--- config.mk ---
export PLATFORM = sky130hd
export DESIGN_NAME = wall_edge_height_splitter_unit_flat
export DESIGN_NICKNAME = d
export VERILOG_FILES = /design/src/design/wehs_pkg.sv /design/src/design/wehs_if.sv /design/src/design/wehs_ram.sv /design/src/design/wehs_div.sv /design/src/design/wall_edge_height_splitter_unit.sv /design/src/flat_wrapper.sv
export SDC_FILE = /design/constraint.sdc
export NUM_CORES = 2
export LEC_CHECK = 0
export BUFFER_PORTS_ARGS = -buffer_cell sky130_fd_sc_hd__buf_2
export CAP_MARGIN = 20
export CORE_MARGIN = 2
export CORE_UTILIZATION = 60
export CTS_CLUSTER_DIAMETER = 200
export DETAILED_ROUTE_END_ITERATION = 12
export PLACE_DENSITY = 0.89
export SYNTH_ARGS = -nofsm -noshare
export SYNTH_HDL_FRONTEND = slang
export SYNTH_HIERARCHICAL = 1
export SYNTH_SLANG_ARGS = --single-unit
--- constraint.sdc ---
create_clock -name clk_i -period 23.1 [get_ports clk_i]
set_input_delay 2.31 -clock clk_i [delete_from_list [all_inputs] [get_ports clk_i]]
set_output_delay 2.31 -clock clk_i [all_outputs]
set_load 0.02 [all_outputs]
--- src/design/wehs_pkg.sv ---
// ----------------------------------------------------------------------------
// wehs_pkg
// Shared types and constants for the wall edge height splitter.
// ----------------------------------------------------------------------------
package wehs_pkg;

  localparam int unsigned DW              = 32;
  localparam int unsigned MAX_HEIGHTS_DEF = 16;
  localparam int unsigned RESULT_LIMIT    = 16;
  localparam int unsigned MIN_SPLIT       = 2;

  // divider: numerator is |du| or |dv| << 16, denominator is |dz|
  localparam int unsigned FRAC_W = 16;
  localparam int unsigned DEN_W  = DW + 1;
  localparam int unsigned QW     = DEN_W + FRAC_W;

  typedef enum logic [1:0] {
    FUNC_CLEAR   = 2'd0,
    FUNC_INSERT  = 2'd1,
    FUNC_SPLIT_L = 2'd2,
    FUNC_SPLIT_R = 2'd3
  } func_e;

  typedef struct packed {
    logic             start;
    logic [QW-1:0]    num;
    logic [DEN_W-1:0] den;
  } div_req_t;

  typedef struct packed {
    logic          done;
    logic [QW-1:0] quot;
  } div_rsp_t;

endpackage

--- src/design/wehs_if.sv ---
// ----------------------------------------------------------------------------
// wehs_in_if / wehs_out_if
// Valid/ready channels carrying query beats and split vertex beats.
// ----------------------------------------------------------------------------
interface wehs_in_if import wehs_pkg::*; ();
  logic                 valid;
  logic                 ready;
  logic [1:0]           func;
  logic signed [DW-1:0] new_height;
  logic signed [DW-1:0] z_bottom;
  logic signed [DW-1:0] z_top;
  logic signed [DW-1:0] u_top;
  logic signed [DW-1:0] v_top;
  logic signed [DW-1:0] u_bottom;
  logic signed [DW-1:0] v_bottom;
  logic signed [DW-1:0] z_ceil;
  logic signed [DW-1:0] z_floor;
  logic signed [DW-1:0] pos_x;
  logic signed [DW-1:0] pos_y;

  modport source (output valid, func, new_height, z_bottom, z_top, u_top, v_top,
                  u_bottom, v_bottom, z_ceil, z_floor, pos_x, pos_y,
                  input ready);
  modport sink   (input valid, func, new_height, z_bottom, z_top, u_top, v_top,
                  u_bottom, v_bottom, z_ceil, z_floor, pos_x, pos_y,
                  output ready);
endinterface

interface wehs_out_if import wehs_pkg::*; ();
  logic                 valid;
  logic                 ready;
  logic signed [DW-1:0] split_height;
  logic signed [DW-1:0] tex_u;
  logic signed [DW-1:0] tex_v;
  logic signed [DW-1:0] ceil_dist;
  logic signed [DW-1:0] floor_dist;
  logic signed [DW-1:0] out_x;
  logic signed [DW-1:0] out_y;
  logic                 last;

  modport source (output valid, split_height, tex_u, tex_v, ceil_dist, floor_dist,
                  out_x, out_y, last, input ready);
  modport sink   (input valid, split_height, tex_u, tex_v, ceil_dist, floor_dist,
                  out_x, out_y, last, output ready);
endinterface

--- src/design/wehs_ram.sv ---
// ----------------------------------------------------------------------------
// wehs_ram
// Generic single-write, single-read RAM with registered read data.
// ----------------------------------------------------------------------------
module wehs_ram #(
  parameter int unsigned WIDTH = 32,
  parameter int unsigned DEPTH = 16
) (
  input  logic                     clk_i,
  input  logic                     we_i,
  input  logic [$clog2(DEPTH)-1:0] waddr_i,
  input  logic [WIDTH-1:0]         wdata_i,
  input  logic                     re_i,
  input  logic [$clog2(DEPTH)-1:0] raddr_i,
  output logic [WIDTH-1:0]         rdata_o
);

  logic [WIDTH-1:0] mem_q [DEPTH];
  logic [WIDTH-1:0] rdata_q;

  always_ff @(posedge clk_i) begin
    if (we_i) begin
      mem_q[waddr_i] <= wdata_i;
    end
    if (re_i) begin
      rdata_q <= mem_q[raddr_i];
    end
  end

  assign rdata_o = rdata_q;

endmodule

--- src/design/wehs_div.sv ---
// ----------------------------------------------------------------------------
// wehs_div
// Restoring unsigned divider, one quotient bit per cycle.
// ----------------------------------------------------------------------------
module wehs_div import wehs_pkg::*; (
  input  logic     clk_i,
  input  logic     rst_ni,
  input  div_req_t req_i,
  output div_rsp_t rsp_o
);

  localparam int unsigned CNT_W = $clog2(QW + 1);

  logic               busy_q, done_q;
  logic [CNT_W-1:0]   cnt_q;
  logic [DEN_W-1:0]   rem_q, den_q;
  logic [QW-1:0]      quo_q;
  logic [DEN_W:0]     trial;
  logic               ge;

  assign trial = {rem_q, quo_q[QW-1]};
  assign ge    = trial >= {1'b0, den_q};

  always_ff @(posedge clk_i or negedge rst_ni) begin
    if (!rst_ni) begin
      busy_q <= 1'b0;
      done_q <= 1'b0;
      cnt_q  <= '0;
    end else begin
      done_q <= 1'b0;
      if (req_i.start) begin
        busy_q <= 1'b1;
        cnt_q  <= CNT_W'(QW);
        rem_q  <= '0;
        quo_q  <= req_i.num;
        den_q  <= req_i.den;
      end else if (busy_q) begin
        rem_q <= ge ? DEN_W'(trial - {1'b0, den_q}) : DEN_W'(trial);
        quo_q <= {quo_q[QW-2:0], ge};
        cnt_q <= cnt_q - 1'b1;
        if (cnt_q == CNT_W'(1)) begin
          busy_q <= 1'b0;
          done_q <= 1'b1;
        end
      end
    end
  end

  assign rsp_o.done = done_q;
  assign rsp_o.quot = quo_q;

  property p_no_restart;
    @(posedge clk_i) disable iff (!rst_ni) req_i.start |-> !busy_q;
  endproperty
  a_no_restart: assert property (p_no_restart)
    else $error("divider started while busy");

  property p_done_after_busy;
    @(posedge clk_i) disable iff (!rst_ni) $rose(done_q) |-> $past(busy_q);
  endproperty
  a_done_after_busy: assert property (p_done_after_busy)
    else $error("divider done without a running division");

  property p_start_nonzero;
    @(posedge clk_i) disable iff (!rst_ni) req_i.start |-> req_i.den != '0;
  endproperty
  a_start_nonzero: assert property (p_start_nonzero)
    else $error("divider started with zero denominator");

endmodule

--- src/design/wall_edge_height_splitter_unit.sv ---
// ----------------------------------------------------------------------------
// wall_edge_height_splitter_unit
// Sorted per-vertex height list; splits wall edges at stored heights.
// ----------------------------------------------------------------------------
// channel  port   dir  beat
// query    in_i   in   func, new_height, edge heights, tex coords, ceil/floor, pos
// vertex   out_o  out  split_height, tex_u, tex_v, ceil_dist, floor_dist, out_x/y, last
//
// Clear empties the list. Insert time grows with the count, set by the single RAM port.
// Split: 2 divisions on the shared divider (none for a flat edge), then a scan over
// the stored heights with a multiply pass per emitted vertex on the shared 25x33
// multiplier, and a close. Fewer than three heights: back to idle with no output.
// Async active-low reset empties the list; list contents are not cleared.
// in_i is ready only between queries; the output register stalls the scan when full.
// ----------------------------------------------------------------------------
module wall_edge_height_splitter_unit import wehs_pkg::*; #(
  parameter int unsigned MAX_HEIGHTS = MAX_HEIGHTS_DEF
) (
  input  logic   clk_i,
  input  logic   rst_ni,
  wehs_in_if.sink    in_i,
  wehs_out_if.source out_o
);

  localparam int unsigned IW   = $clog2(MAX_HEIGHTS);
  localparam int unsigned CW   = $clog2(MAX_HEIGHTS + 1);
  localparam int unsigned NW   = $clog2(RESULT_LIMIT + 1);
  localparam int unsigned FLO  = 25;
  localparam int unsigned MW   = FLO + DEN_W;
  localparam int unsigned AW   = 64;

  typedef enum logic [3:0] {
    S_IDLE, S_INS_RD, S_INS_CMP, S_SH_RD, S_SH_WR, S_DIVS, S_DIVW,
    S_SC_RD, S_SC_CMP, S_M0, S_M1, S_M2, S_FIN
  } state_e;

  state_e state_q;

  logic [CW-1:0] count_q, i_q;
  logic [IW-1:0] k_q, j_q;
  logic [NW-1:0] n_q;
  logic          uv_q, st_v_q;

  logic [1:0]           func_q;
  logic signed [DW-1:0] nh_q, zb_q, zt_q, ut_q, vt_q, ub_q, vb_q, zc_q, zf_q, px_q, py_q;

  logic [QW-1:0]        fm_q [2];
  logic                 fs_q [2];
  logic [DEN_W-1:0]     offm_q;
  logic                 offs_q;
  logic [AW-1:0]        acc_q;
  logic signed [DW-1:0] st_h_q, st_tu_q, st_tv_q;

  logic                 out_v_q, out_last_q;
  logic signed [DW-1:0] o_h_q, o_tu_q, o_tv_q, o_cd_q, o_fd_q, o_x_q, o_y_q;

  logic                 ram_we, ram_re;
  logic [IW-1:0]        ram_waddr, ram_raddr;
  logic [DW-1:0]        ram_wdata, ram_rdata;
  logic signed [DW-1:0] h;

  div_req_t div_req;
  div_rsp_t div_rsp;

  function automatic logic signed [DW-1:0] sat32(input logic signed [DW+2:0] v);
    logic signed [DW+2:0] hi, lo;
    hi = (DW+3)'($signed({1'b0, {(DW-1){1'b1}}}));
    lo = -hi - 1;
    if (v > hi) return {1'b0, {(DW-1){1'b1}}};
    if (v < lo) return {1'b1, {(DW-1){1'b0}}};
    return v[DW-1:0];
  endfunction

  // edge deltas
  logic signed [DW:0] dz, du, dv, dsel, off;
  assign dz   = $signed({zt_q[DW-1], zt_q}) - $signed({zb_q[DW-1], zb_q});
  assign du   = $signed({ut_q[DW-1], ut_q}) - $signed({ub_q[DW-1], ub_q});
  assign dv   = $signed({vt_q[DW-1], vt_q}) - $signed({vb_q[DW-1], vb_q});
  assign dsel = uv_q ? dv : du;

  logic [DEN_W-1:0] dz_mag, dsel_mag, off_mag;
  assign dz_mag   = dz[DW]   ? DEN_W'(-dz)   : DEN_W'(dz);
  assign dsel_mag = dsel[DW] ? DEN_W'(-dsel) : DEN_W'(dsel);

  assign h       = $signed(ram_rdata);
  assign off     = $signed({h[DW-1], h}) - $signed({zt_q[DW-1], zt_q});
  assign off_mag = off[DW] ? DEN_W'(-off) : DEN_W'(off);

  assign div_req.start = (state_q == S_DIVS) && (dz != '0);
  assign div_req.num   = {dsel_mag, {FRAC_W{1'b0}}};
  assign div_req.den   = dz_mag;

  // shared multiplier, low then high half of the factor
  logic [FLO-1:0] mul_a;
  logic [MW-1:0]  mul_p;
  assign mul_a = (state_q == S_M0) ? fm_q[uv_q][FLO-1:0] : FLO'(fm_q[uv_q][QW-1:FLO]);
  assign mul_p = MW'(mul_a) * MW'(offm_q);

  // finalize texture coordinate
  logic [DW:0]          prod_mag;
  logic signed [DW+1:0] delta;
  logic signed [DW+2:0] tex_sum;
  logic signed [DW-1:0] tex_top, tex_val;
  assign prod_mag = acc_q[FRAC_W +: DW+1];
  assign delta    = (fs_q[uv_q] ^ offs_q) ? -$signed({1'b0, prod_mag})
                                          :  $signed({1'b0, prod_mag});
  assign tex_top  = uv_q ? vt_q : ut_q;
  assign tex_sum  = (DW+3)'(tex_top) + (DW+3)'(delta);
  assign tex_val  = sat32(tex_sum);

  // scan decisions
  logic is_left, sc_skip, sc_emit, sc_end;
  assign is_left = (func_q == FUNC_SPLIT_L);
  assign sc_end  = is_left ? (i_q == count_q) : (i_q == '0);
  assign sc_skip = is_left ? (h <= zb_q) : (h >= zt_q);
  assign sc_emit = !sc_skip && (is_left ? (h < zt_q) : (h > zb_q));

  logic push_ok;
  assign push_ok = !out_v_q || out_o.ready;

  logic signed [DW+2:0] cd_sum, fd_sum;
  assign cd_sum = (DW+3)'(zc_q) - (DW+3)'(st_h_q);
  assign fd_sum = (DW+3)'(st_h_q) - (DW+3)'(zf_q);

  always_comb begin
    ram_we    = 1'b0;
    ram_re    = 1'b0;
    ram_waddr = '0;
    ram_raddr = '0;
    ram_wdata = nh_q;
    case (state_q)
      S_INS_RD: begin
        ram_re    = 1'b1;
        ram_raddr = k_q;
      end
      S_SH_RD: begin
        if (j_q == k_q) begin
          ram_we    = 1'b1;
          ram_waddr = k_q;
        end else begin
          ram_re    = 1'b1;
          ram_raddr = j_q - 1'b1;
        end
      end
      S_SH_WR: begin
        ram_we    = 1'b1;
        ram_waddr = j_q;
        ram_wdata = ram_rdata;
      end
      S_SC_RD: begin
        ram_re    = !sc_end;
        ram_raddr = i_q[IW-1:0];
      end
      default: ;
    endcase
  end

  wehs_ram #(.WIDTH(DW), .DEPTH(MAX_HEIGHTS)) u_list (
    .clk_i  (clk_i),
    .we_i   (ram_we),
    .waddr_i(ram_waddr),
    .wdata_i(ram_wdata),
    .re_i   (ram_re),
    .raddr_i(ram_raddr),
    .rdata_o(ram_rdata)
  );

  wehs_div u_div (
    .clk_i (clk_i),
    .rst_ni(rst_ni),
    .req_i (div_req),
    .rsp_o (div_rsp)
  );

  logic in_acc, push, push_last;
  assign in_acc    = in_i.valid && in_i.ready;
  assign push      = push_ok && ((state_q == S_SC_CMP && sc_emit && st_v_q) ||
                                 (state_q == S_FIN && st_v_q));
  assign push_last = (state_q == S_FIN);

  always_ff @(posedge clk_i or negedge rst_ni) begin
    if (!rst_ni) begin
      state_q    <= S_IDLE;
      count_q    <= '0;
      i_q        <= '0;
      k_q        <= '0;
      j_q        <= '0;
      n_q        <= '0;
      uv_q       <= 1'b0;
      st_v_q     <= 1'b0;
      out_v_q    <= 1'b0;
      out_last_q <= 1'b0;
    end else begin
      if (push) begin
        out_v_q    <= 1'b1;
        out_last_q <= push_last;
        o_h_q      <= st_h_q;
        o_tu_q     <= st_tu_q;
        o_tv_q     <= st_tv_q;
        o_cd_q     <= sat32(cd_sum);
        o_fd_q     <= sat32(fd_sum);
        o_x_q      <= px_q;
        o_y_q      <= py_q;
        st_v_q     <= 1'b0;
      end else if (out_o.ready) begin
        out_v_q <= 1'b0;
      end

      case (state_q)
        S_IDLE: begin
          if (in_acc) begin
            func_q <= in_i.func;
            nh_q   <= in_i.new_height;
            zb_q   <= in_i.z_bottom;
            zt_q   <= in_i.z_top;
            ut_q   <= in_i.u_top;
            vt_q   <= in_i.v_top;
            ub_q   <= in_i.u_bottom;
            vb_q   <= in_i.v_bottom;
            zc_q   <= in_i.z_ceil;
            zf_q   <= in_i.z_floor;
            px_q   <= in_i.pos_x;
            py_q   <= in_i.pos_y;
            k_q    <= '0;
            n_q    <= '0;
            uv_q   <= 1'b0;
            i_q    <= (in_i.func == FUNC_SPLIT_L) ? '0 : count_q - 1'b1;
            case (in_i.func)
              FUNC_CLEAR:  count_q <= '0;
              FUNC_INSERT: begin
                if (count_q < CW'(MAX_HEIGHTS)) state_q <= S_INS_RD;
              end
              default: begin
                if (count_q > CW'(MIN_SPLIT)) state_q <= S_DIVS;
              end
            endcase
          end
        end
        S_INS_RD: begin
          if (CW'(k_q) == count_q) begin
            j_q     <= k_q;
            state_q <= S_SH_RD;
          end else begin
            state_q <= S_INS_CMP;
          end
        end
        S_INS_CMP: begin
          if (h < nh_q) begin
            k_q     <= k_q + 1'b1;
            state_q <= S_INS_RD;
          end else if (h == nh_q) begin
            state_q <= S_IDLE;
          end else begin
            j_q     <= count_q[IW-1:0];
            state_q <= S_SH_RD;
          end
        end
        S_SH_RD: begin
          if (j_q == k_q) begin
            count_q <= count_q + 1'b1;
            state_q <= S_IDLE;
          end else begin
            state_q <= S_SH_WR;
          end
        end
        S_SH_WR: begin
          j_q     <= j_q - 1'b1;
          state_q <= S_SH_RD;
        end
        S_DIVS: begin
          if (dz == '0) begin
            fm_q[0] <= '0;
            fm_q[1] <= '0;
            fs_q[0] <= 1'b0;
            fs_q[1] <= 1'b0;
            state_q <= S_SC_RD;
          end else begin
            state_q <= S_DIVW;
          end
        end
        S_DIVW: begin
          if (div_rsp.done) begin
            fm_q[uv_q] <= div_rsp.quot;
            fs_q[uv_q] <= dsel[DW] ^ dz[DW];
            uv_q       <= !uv_q;
            state_q    <= uv_q ? S_SC_RD : S_DIVS;
          end
        end
        S_SC_RD: begin
          state_q <= sc_end ? S_FIN : S_SC_CMP;
        end
        S_SC_CMP: begin
          if (sc_skip) begin
            i_q     <= is_left ? i_q + 1'b1 : i_q - 1'b1;
            state_q <= S_SC_RD;
          end else if (!sc_emit) begin
            state_q <= S_FIN;
          end else if (!st_v_q || push_ok) begin
            st_h_q  <= h;
            offm_q  <= off_mag;
            offs_q  <= off[DW];
            uv_q    <= 1'b0;
            state_q <= S_M0;
          end
        end
        S_M0: begin
          acc_q   <= AW'(mul_p);
          state_q <= S_M1;
        end
        S_M1: begin
          acc_q   <= acc_q + (AW'(mul_p) << FLO);
          state_q <= S_M2;
        end
        S_M2: begin
          if (!uv_q) begin
            st_tu_q <= tex_val;
            uv_q    <= 1'b1;
            state_q <= S_M0;
          end else begin
            st_tv_q <= tex_val;
            st_v_q  <= 1'b1;
            n_q     <= n_q + 1'b1;
            if (n_q == NW'(RESULT_LIMIT - 1)) begin
              state_q <= S_FIN;
            end else begin
              i_q     <= is_left ? i_q + 1'b1 : i_q - 1'b1;
              state_q <= S_SC_RD;
            end
          end
        end
        S_FIN: begin
          if (!st_v_q || push_ok) begin
            state_q <= S_IDLE;
          end
        end
        default: state_q <= S_IDLE;
      endcase
    end
  end

  assign in_i.ready         = (state_q == S_IDLE);
  assign out_o.valid        = out_v_q;
  assign out_o.split_height = o_h_q;
  assign out_o.tex_u        = o_tu_q;
  assign out_o.tex_v        = o_tv_q;
  assign out_o.ceil_dist    = o_cd_q;
  assign out_o.floor_dist   = o_fd_q;
  assign out_o.out_x        = o_x_q;
  assign out_o.out_y        = o_y_q;
  assign out_o.last         = out_last_q;

  a_count_max: assert property (@(posedge clk_i) disable iff (!rst_ni)
    count_q <= CW'(MAX_HEIGHTS))
    else $error("height count above capacity");

  a_clear: assert property (@(posedge clk_i) disable iff (!rst_ni)
    (in_acc && in_i.func == FUNC_CLEAR) |=> count_q == '0)
    else $error("clear did not empty the list");

  a_count_step: assert property (@(posedge clk_i) disable iff (!rst_ni)
    $past(rst_ni) |-> (count_q == $past(count_q) || count_q == '0 ||
                       count_q == $past(count_q) + 1'b1))
    else $error("height count jumped");

  a_write_insert_only: assert property (@(posedge clk_i) disable iff (!rst_ni)
    ram_we |-> (state_q == S_SH_RD || state_q == S_SH_WR))
    else $error("list written outside insert");

  a_no_stage_overrun: assert property (@(posedge clk_i) disable iff (!rst_ni)
    (state_q == S_SC_CMP && sc_emit && st_v_q && !push_ok) |=> state_q == S_SC_CMP)
    else $error("scan advanced over a held vertex");

endmodule
--- src/flat_wrapper.sv ---
// flat-port wrapper written by rule: the top's interface ports become plain ports
module wall_edge_height_splitter_unit_flat import wehs_pkg::*;
#(
  parameter int unsigned MAX_HEIGHTS = MAX_HEIGHTS_DEF
)
  (clk_i, rst_ni, in_i_valid, in_i_func, in_i_new_height, in_i_z_bottom, in_i_z_top, in_i_u_top, in_i_v_top, in_i_u_bottom, in_i_v_bottom, in_i_z_ceil, in_i_z_floor, in_i_pos_x, in_i_pos_y, in_i_ready, out_o_valid, out_o_split_height, out_o_tex_u, out_o_tex_v, out_o_ceil_dist, out_o_floor_dist, out_o_out_x, out_o_out_y, out_o_last, out_o_ready);
  wehs_in_if in_i_i ();
  wehs_out_if out_o_i ();
  input  logic clk_i;
  input  logic rst_ni;
  input wire logic [$bits(in_i_i.valid)-1:0] in_i_valid;
  input wire logic [$bits(in_i_i.func)-1:0] in_i_func;
  input wire logic [$bits(in_i_i.new_height)-1:0] in_i_new_height;
  input wire logic [$bits(in_i_i.z_bottom)-1:0] in_i_z_bottom;
  input wire logic [$bits(in_i_i.z_top)-1:0] in_i_z_top;
  input wire logic [$bits(in_i_i.u_top)-1:0] in_i_u_top;
  input wire logic [$bits(in_i_i.v_top)-1:0] in_i_v_top;
  input wire logic [$bits(in_i_i.u_bottom)-1:0] in_i_u_bottom;
  input wire logic [$bits(in_i_i.v_bottom)-1:0] in_i_v_bottom;
  input wire logic [$bits(in_i_i.z_ceil)-1:0] in_i_z_ceil;
  input wire logic [$bits(in_i_i.z_floor)-1:0] in_i_z_floor;
  input wire logic [$bits(in_i_i.pos_x)-1:0] in_i_pos_x;
  input wire logic [$bits(in_i_i.pos_y)-1:0] in_i_pos_y;
  output wire logic [$bits(in_i_i.ready)-1:0] in_i_ready;
  output wire logic [$bits(out_o_i.valid)-1:0] out_o_valid;
  output wire logic [$bits(out_o_i.split_height)-1:0] out_o_split_height;
  output wire logic [$bits(out_o_i.tex_u)-1:0] out_o_tex_u;
  output wire logic [$bits(out_o_i.tex_v)-1:0] out_o_tex_v;
  output wire logic [$bits(out_o_i.ceil_dist)-1:0] out_o_ceil_dist;
  output wire logic [$bits(out_o_i.floor_dist)-1:0] out_o_floor_dist;
  output wire logic [$bits(out_o_i.out_x)-1:0] out_o_out_x;
  output wire logic [$bits(out_o_i.out_y)-1:0] out_o_out_y;
  output wire logic [$bits(out_o_i.last)-1:0] out_o_last;
  input wire logic [$bits(out_o_i.ready)-1:0] out_o_ready;
  assign in_i_i.valid = in_i_valid;
  assign in_i_i.func = in_i_func;
  assign in_i_i.new_height = in_i_new_height;
  assign in_i_i.z_bottom = in_i_z_bottom;
  assign in_i_i.z_top = in_i_z_top;
  assign in_i_i.u_top = in_i_u_top;
  assign in_i_i.v_top = in_i_v_top;
  assign in_i_i.u_bottom = in_i_u_bottom;
  assign in_i_i.v_bottom = in_i_v_bottom;
  assign in_i_i.z_ceil = in_i_z_ceil;
  assign in_i_i.z_floor = in_i_z_floor;
  assign in_i_i.pos_x = in_i_pos_x;
  assign in_i_i.pos_y = in_i_pos_y;
  assign in_i_ready = in_i_i.ready;
  assign out_o_valid = out_o_i.valid;
  assign out_o_split_height = out_o_i.split_height;
  assign out_o_tex_u = out_o_i.tex_u;
  assign out_o_tex_v = out_o_i.tex_v;
  assign out_o_ceil_dist = out_o_i.ceil_dist;
  assign out_o_floor_dist = out_o_i.floor_dist;
  assign out_o_out_x = out_o_i.out_x;
  assign out_o_out_y = out_o_i.out_y;
  assign out_o_last = out_o_i.last;
  assign out_o_i.ready = out_o_ready;
  wall_edge_height_splitter_unit #(.MAX_HEIGHTS(MAX_HEIGHTS)) u_core (.clk_i(clk_i), .rst_ni(rst_ni), .in_i(in_i_i), .out_o(out_o_i));
endmodule
### Yosys cells after proc, flatten, opt, wreduce, memory -nomap -nowiden

Memories as Yosys holds them, arrays and structs flattened. A register that Yosys moved wholly into a read port is not among the register bits.
Index checks and enable logic that the tools add are counted.

| word-level totals | value |
|---|---|
| bits in registers | 926 |
| bits in writable memories | 612 |
| bits of input ports | 358 |
| output and inout port bits | 227 |
| logic and storage cells | 297 |
| memories | 3 |

Memory list:

| name | words | width | rd ports | clocked after memory_dff | wr ports | RTL line | source |
|---|---|---|---|---|---|---|---|
| u_core.u_list.mem_q | 16 | 32 | 1 | 1 | 1 | wehs_ram.sv:18 | `logic [WIDTH-1:0] mem_q [DEPTH];` |
| u_core.fm_q | 2 | 49 | 1 | 0 | 2 | wall_edge_height_splitter_unit.sv:47 | `logic [QW-1:0] fm_q [2];` |
| u_core.fs_q | 2 | 1 | 1 | 0 | 2 | wall_edge_height_splitter_unit.sv:48 | `logic fs_q [2];` |

| operators by class | value |
|---|---|
| add/sub/neg operators | 21 |
| $mul | 1 |
| order comparisons | 14 |
| equality and inequality tests | 40 |
| multiplexer cells | 122 |
| bitwise gates (word level) | 4 |
| reduce and logical (&&, ||, !) cells | 48 |

Operators with widths:

| kind | count |
|---|---|
| 32-bit two-way mux | 16 |
| 32-bit by 32-bit subtractor with 33-bit output | 6 |
| 49-bit two-way mux | 3 |
| 33-bit two-way mux | 4 |
| 64-bit case mux with 2 select lines | 1 |
| 35-bit by 32-bit > comparator with 1-bit output (second input constant) | 3 |
| 35-bit by 32-bit < comparator with 1-bit output (second input constant) | 3 |
| 33-bit negation | 3 |
| 4-bit two-way mux | 18 |
| 64-bit adder | 1 |
| 32-bit < comparator | 2 |
| 25-bit by 33-bit multiplier with 58-bit output | 1 |
| 5-bit two-way mux | 11 |
| 4-bit case mux with 13 select lines | 1 |
| 1-bit two-way mux | 49 |
| 49-bit OR reduction | 1 |
| 32-bit by 34-bit adder with 35-bit output | 1 |
| 34-bit by 33-bit greater-or-equal comparator with 1-bit output | 1 |
| 34-bit two-way mux | 1 |
| 33-bit negation with 34-bit output | 1 |
| 33-bit logical NOT | 1 |
| 33-bit nonzero test | 1 |
| 33-bit subtractor | 1 |
| 32-bit equality test | 1 |
| other kinds (54) | 119 |

### Depth between registers and ports, before layout

| depth | value |
|---|---|
| depth in word-level cells | 13 |
| mapped depth | 39 |

### Cells and area by module

Netlist, hierarchy kept.

By module, submodules not included:

| module | times used | cells an instance | area an instance (um^2) | sequential area each (um^2) |
|---|---|---|---|---|
| wall_edge_height_splitter_unit | 1 | 7010 | 72665.9 | 26030.0 |
| wehs_ram | 1 | 838 | 20155.6 | 16335.7 |
| wehs_div | 1 | 655 | 7305.8 | 3653.5 |

### Least setup slack after synthesis

No wires, ideal clock.

| timing | value |
|---|---|
| kind | reg-to-reg |
| start point | register u_core.zt_q[1] |
| end point | register u_core.o_cd_q[0], in the netlist u_core/out_o.ceil_dist[0] (enable) |
| setup time | 1.083 ns |
| arrival | 18.008 ns |
| setup slack | 4.010 ns |
| stages on the path, launching flop included | 14 |
| buffers on the path | 0 |
| clock period less this slack | 19.090 ns |
| path through | edfxtp_1 > inv_1 > ha_1 > nor2b_1 > o31a_1 > o31ai_1 > a21oi_1 > o31a_1 > a21oi_1 > o21ai_0 > and2_1 > nor3_1 > nor2b_1 > nor3_1 |

| on the way | value |
|---|---|
| longest elaborated chain between the ends | 9 |
| elaborated cells on any way between the ends | 11 |

Ends and longest elaborated chain:

| item | RTL line | source |
|---|---|---|
| start, declared | wall_edge_height_splitter_unit.sv:45 | `logic signed [DW-1:0] nh_q, zb_q, zt_q, ut_q, vt_q, ub_q, vb_q, zc_q, zf_q, px_q, py_q;` |
| start signal, assigned | wall_edge_height_splitter_unit.sv:215 | `zt_q <= in_i.z_top;` |
| 32-bit greater-or-equal comparator | wall_edge_height_splitter_unit.sv:115 | `assign sc_skip = is_left ? (h <= zb_q) : (h >= zt_q);` |
| 1-bit two-way mux | wall_edge_height_splitter_unit.sv:115 |  |
| 1-bit logical NOT | wall_edge_height_splitter_unit.sv:116 | `assign sc_emit = !sc_skip && (is_left ? (h < zt_q) : (h > zb_q));` |
| 1-bit logical AND * | wall_edge_height_splitter_unit.sv:116 |  |
| 1-bit logical AND * (2 in a row) | wall_edge_height_splitter_unit.sv:177 | `assign push = push_ok && ((state_q == S_SC_CMP && sc_emit && st_v_q) \|\|` |
| 1-bit logical OR * | wall_edge_height_splitter_unit.sv:177 |  |
| 1-bit logical AND * | wall_edge_height_splitter_unit.sv:177 |  |
| 2-bit AND reduction (no source line) * | -- |  |
| end signal, assigned | wall_edge_height_splitter_unit.sv:200 | `o_cd_q <= sat32(cd_sum);` |
| end, declared | wall_edge_height_splitter_unit.sv:55 | `logic signed [DW-1:0] o_h_q, o_tu_q, o_tv_q, o_cd_q, o_fd_q, o_x_q, o_y_q;` |

Every way passes the cells marked *; elsewhere a longest branch is shown, timed or not.
A chain may end at the register's enable or synchronous reset.

### Worst setup path after layout

| timing | value |
|---|---|
| start point | register u_core.state_q[1] |
| end point | register u_core.acc_q[47], data pin |

| on the way | value |
|---|---|
| longest elaborated chain between the ends | 5 |
| elaborated cells on any way between the ends | 6 |

Ends and longest elaborated chain:

| item | RTL line | source |
|---|---|---|
| start, declared | wall_edge_height_splitter_unit.sv:37 | `state_e state_q;` |
| start signal, assigned | wall_edge_height_splitter_unit.sv:286 | `state_q <= uv_q ? S_SC_RD : S_DIVS;` |
| start signal, assigned | wall_edge_height_splitter_unit.sv:290 | `state_q <= sc_end ? S_FIN : S_SC_CMP;` |
| 4-bit equality test | wall_edge_height_splitter_unit.sv:96, wall_edge_height_splitter_unit.sv:209 |  |
| 25-bit two-way mux | wall_edge_height_splitter_unit.sv:96 | `assign mul_a = (state_q == S_M0) ? fm_q[uv_q][FLO-1:0] : FLO'(fm_q[uv_q][QW-1:FLO]);` |
| 25-bit by 33-bit multiplier with 58-bit output | wall_edge_height_splitter_unit.sv:97 | `assign mul_p = MW'(mul_a) * MW'(offm_q);` |
| 64-bit adder | wall_edge_height_splitter_unit.sv:311 | `acc_q <= acc_q + (AW'(mul_p) << FLO);` |
| 64-bit case mux with 2 select lines * | wall_edge_height_splitter_unit.sv:209 | `case (state_q)` |
| end signal, assigned | wall_edge_height_splitter_unit.sv:307 | `acc_q <= AW'(mul_p);` |
| end signal, assigned | wall_edge_height_splitter_unit.sv:311 |  |
| end, declared | wall_edge_height_splitter_unit.sv:51 | `logic [AW-1:0] acc_q;` |

Marks and branches as above.

==> run summary <==
======================================================================================================
Run status                                                                                   completed
Required time of the worst setup path                                                        23,630 ps
Setup Fix Bufs, Post-CTS                                                                             0
CTS sink count                                                                                   1,539
Area of the die                                                                            170,000 µm²
Most common library cell in the layout ignoring fill and taps                             sky130_fd_sc_hd__edfxtp_1
Final setup violating endpoints                                                                      0
Arrival time at the worst endpoint                                                           10,720 ps
Final sum of negative setup slack                                                                 0 ps
Netlist cell types                                                                                 110
Top Ports                                                                                          585
Final cycle utilization of the critical path                                                     44.1%
Most used cell along the critical path                                                    sky130_fd_sc_hd__fa_1
Post-synthesis register bit count                                                                1,539
Initial standard-cell utilization of the core                                                    60.6%
Initial antenna violation count                                                                     20
Number of enable flip-flop cells after synthesis                                                 1,500
Startpoint of the worst hold path                                                         u_core/py_q[7]
Average routed wire per standard cell                                                          26.5 µm
Global Route Usage Sum                                                                           35.4%
Max Fanout on Critical Path                                                                         33
Headroom to the max-slew limit                                                                   10.5%
Number of buffers created by CTS                                                                   151
Classification of the worst-slack hold path                                                 reg -> reg
Post-route ant nets                                                                                  0
Via count of the routed design                                                                  72,400
Post-Syn Area per Cell                                                                        11.8 µm²
Fraction of final layout cells with drive strength greater than 1                                14.3%
Clock tree from TritonCTS                                                                        built
Number of design-rule violations left by the first detailed-router iteration                     8,865
Max stage delay cell, worst path                                                          sky130_fd_sc_hd__mux4_2
CP Launch Point                                                                           u_core/state_q[1]
Non-filler cells in the finished layout                                                         11,400
Max-slew violation count                                                                             0
Cell area after synthesis                                                                  100,000 µm²
HPWL after DPL                                                                                  212 mm
Post-cts gate resize count                                                                           0
Type of element launching the critical path                                                       flop
Maximum achievable frequency                                                                  98.2 MHz
Clock transition at the register clock pins on the worst setup and hold paths after CTS          60 ps
Placement Cell Area                                                                        106,000 µm²
Hold buffers post-CTS                                                                                0
Stage delay of the slowest cell on the critical path                                            820 ps
Worst hold-check slack                                                                          414 ps
Most used DFF post-synth                                                                  sky130_fd_sc_hd__edfxtp_1
Max-capacitance violation count                                                                      0
Vias in the first global route                                                                  74,000
R2R Path Start                                                                            u_core/state_q[1]
Sequential cell area                                                                        46,000 µm²
Footprint of the multi-input gates                                                          48,800 µm²
Chip Width                                                                                      413 µm
Remaining design rule violation count                                                                0
Pin count of the biggest net entering global routing                                               177
Layout area overhead                                                                             11.2%
Cells after synthesis                                                                            8,503
Transition time at the pin with the least slew margin                                          1340 ps
FFs w/ async S/R, synth                                                                          2.53%
Shortest clock period the worst path allows after layout                                     10,190 ps
Crit end category                                                                                 flop
H-tree Lvls                                                                                          4
Capture point of the critical path                                                        u_core/acc_q[47]
Final design instance area without fill                                                    111,000 µm²
Latest clock arrival within the worst-skew pair                                                 840 ps
Number of iterations in the first detailed-routing pass                                              7
Detailed Route WL                                                                               303 mm
Depth of the worst register-to-register path                                                        35
Hold Vio Cnt, Final                                                                                  0
Via-per-instance ratio                                                                            6.34
Worst R2R End                                                                             u_core/acc_q[47]
Count of standard-cell rows                                                                        149
Warnings from Yosys                                                                                  6
Instance count after placement with tap cells included                                          11,100
Buffer levels on the longest clock path                                                              3
Floorplan Core Area                                                                        165,000 µm²
Filler cells                                                                                    11,200
Type of the worst setup path                                                                reg -> reg
Final weighted congestion in routability-driven placement                                        0.997
Slack of the worst reg-to-reg path                                                           12,910 ps
Proportion of synthesized chip area in sequential cells                                          46.0%
Leftover overflow at the end of global routing                                                       0
Clk Tree Root Cell                                                                        sky130_fd_sc_hd__clkbuf_16
IO buf count                                                                                       584
Nets                                                                                            10,600
Die Ht                                                                                          413 µm
Wire length of the first global-routing pass                                                    449 mm
Top library cells by usage in the layout, fill and taps aside                             sky130_fd_sc_hd__edfxtp_1, sky130_fd_sc_hd__inv_1, sky130_fd_sc_hd__nand2_1
Setup repair after global routing missed its margin                                                 no
Clock skew                                                                                     71.8 ps
======================================================================================================
worst min path at each step:
stage                             endpoint  slack (ps)  cells after the start
floorplan            u_core/out_o.out_x[0]         400                      0
finish               u_core/out_o.out_y[7]         410                      0
detailed placement  u_core/out_o.out_x[15]         400                      0
global placement    u_core/out_o.out_y[17]         400                      0
global route         u_core/out_o.out_x[5]         420                      0
CTS                 u_core/out_o.tex_v[31]         420                      0
metal layers:
metal | track usage (%) | vias up | wire [µm]
met1 | 43.8 | 35400 | 105000
met2 | 57.0 | 5059 | 142000
met3 | 8.92 | 1170 | 36200
li1 | - | 30700 | -
met4 | 19.8 | 10 | 19400
met5 | 0 | - | 38
cell usage after synthesis, drive strengths merged, types with 41 or more instances:
cell | instances | area share (%)
a21o | 183 | 1.4
edfxtp | 1500 | 45
nor2b | 45 | 0.28
a21oi | 404 | 2.0
fa | 686 | 14
a211oi | 41 | 0.31
nand4 | 58 | 0.36
o21bai | 46 | 0.34
mux2 | 86 | 0.97
nand3 | 71 | 0.35
mux4 | 152 | 3.4
xnor2 | 266 | 2.3
o21a | 59 | 0.44
xor2 | 155 | 1.4
a22oi | 72 | 0.54
a31oi | 63 | 0.42
nor3 | 95 | 0.47
o21ai | 317 | 1.6
nand2b | 54 | 0.34
and2 | 436 | 2.7
nand2 | 866 | 3.3
and3 | 43 | 0.27
inv | 1121 | 4.2
buf | 59 | 0.33
ha | 508 | 6.3
clkbuf | 270 | 1.0
nor2 | 346 | 1.3
layout make-up:
| class | instances | area share [%] |
|---|---|---|
| timing repair buffer | 736 | 3.77 |
| sequential | 1539 | 41.3 |
| multi-input combinational | 5528 | 43.9 |
| tap | 2189 | 2.46 |
| clock inverter | 102 | 1.22 |
| antenna | 10 | 0.0225 |
| inverter | 1122 | 3.78 |
| clock buffer | 179 | 3.53 |
state kept, by name (all words and copies together), names as in the netlist, 33 cells and up:
signal,count
u_core/u_div/den_q,33
u_core/u_div/quo_q,49
u_core/u_div/rem_q,33
u_core/fm_q,98
u_core/offm_q,33
u_core/u_list/mem_q,512
u_core/acc_q,33
metrics by stage:
| step | utilization (%) | worst slack [ps] |
|---|---|---|
| floorplan | - | 4010 |
| global placement | 63.9 | 13000 |
| detailed placement | 64.0 | 12920 |
| CTS | 67.2 | 12930 |
| global route | 67.3 | 12250 |
| finish | 67.3 | 12910 |
worst max-delay path, delay by kind of cell, from the launching register on:
| kind | cells | cell delay, ps |
|---|---|---|
| adders and majority gates | 9 | 3970 |
| AOI/OAI and AO/OA | 13 | 2500 |
| and+or+nand+nor | 6 | 1120 |
| muxes | 1 | 820 |
| DFF | 1 | 680 |
| buffers and inverters | 4 | 520 |
| xor gates and xnor gates | 2 | 260 |
cell families (layout without fill, tap and decap cells):
group | after synthesis | in the layout | share of synthesized area, %
AO/OA/AOI/OAI | 1486 | 1486 | 9.76
multiplexers | 255 | 255 | 4.56
buffers and inverters | 1451 | 2139 | 5.55
AND/OR/NAND/NOR | 2142 | 2142 | 10.3
adder cells (fa/ha/maj) | 1208 | 1208 | 20.2
other | 1 | 26 | 0.00375
flip-flops | 1539 | 1539 | 46.0
XOR/XNOR | 421 | 421 | 3.69
Power is left out: the tool's default activity adds up to more than one toggle a clock period on the data nets, which glitch-free logic cannot reach.
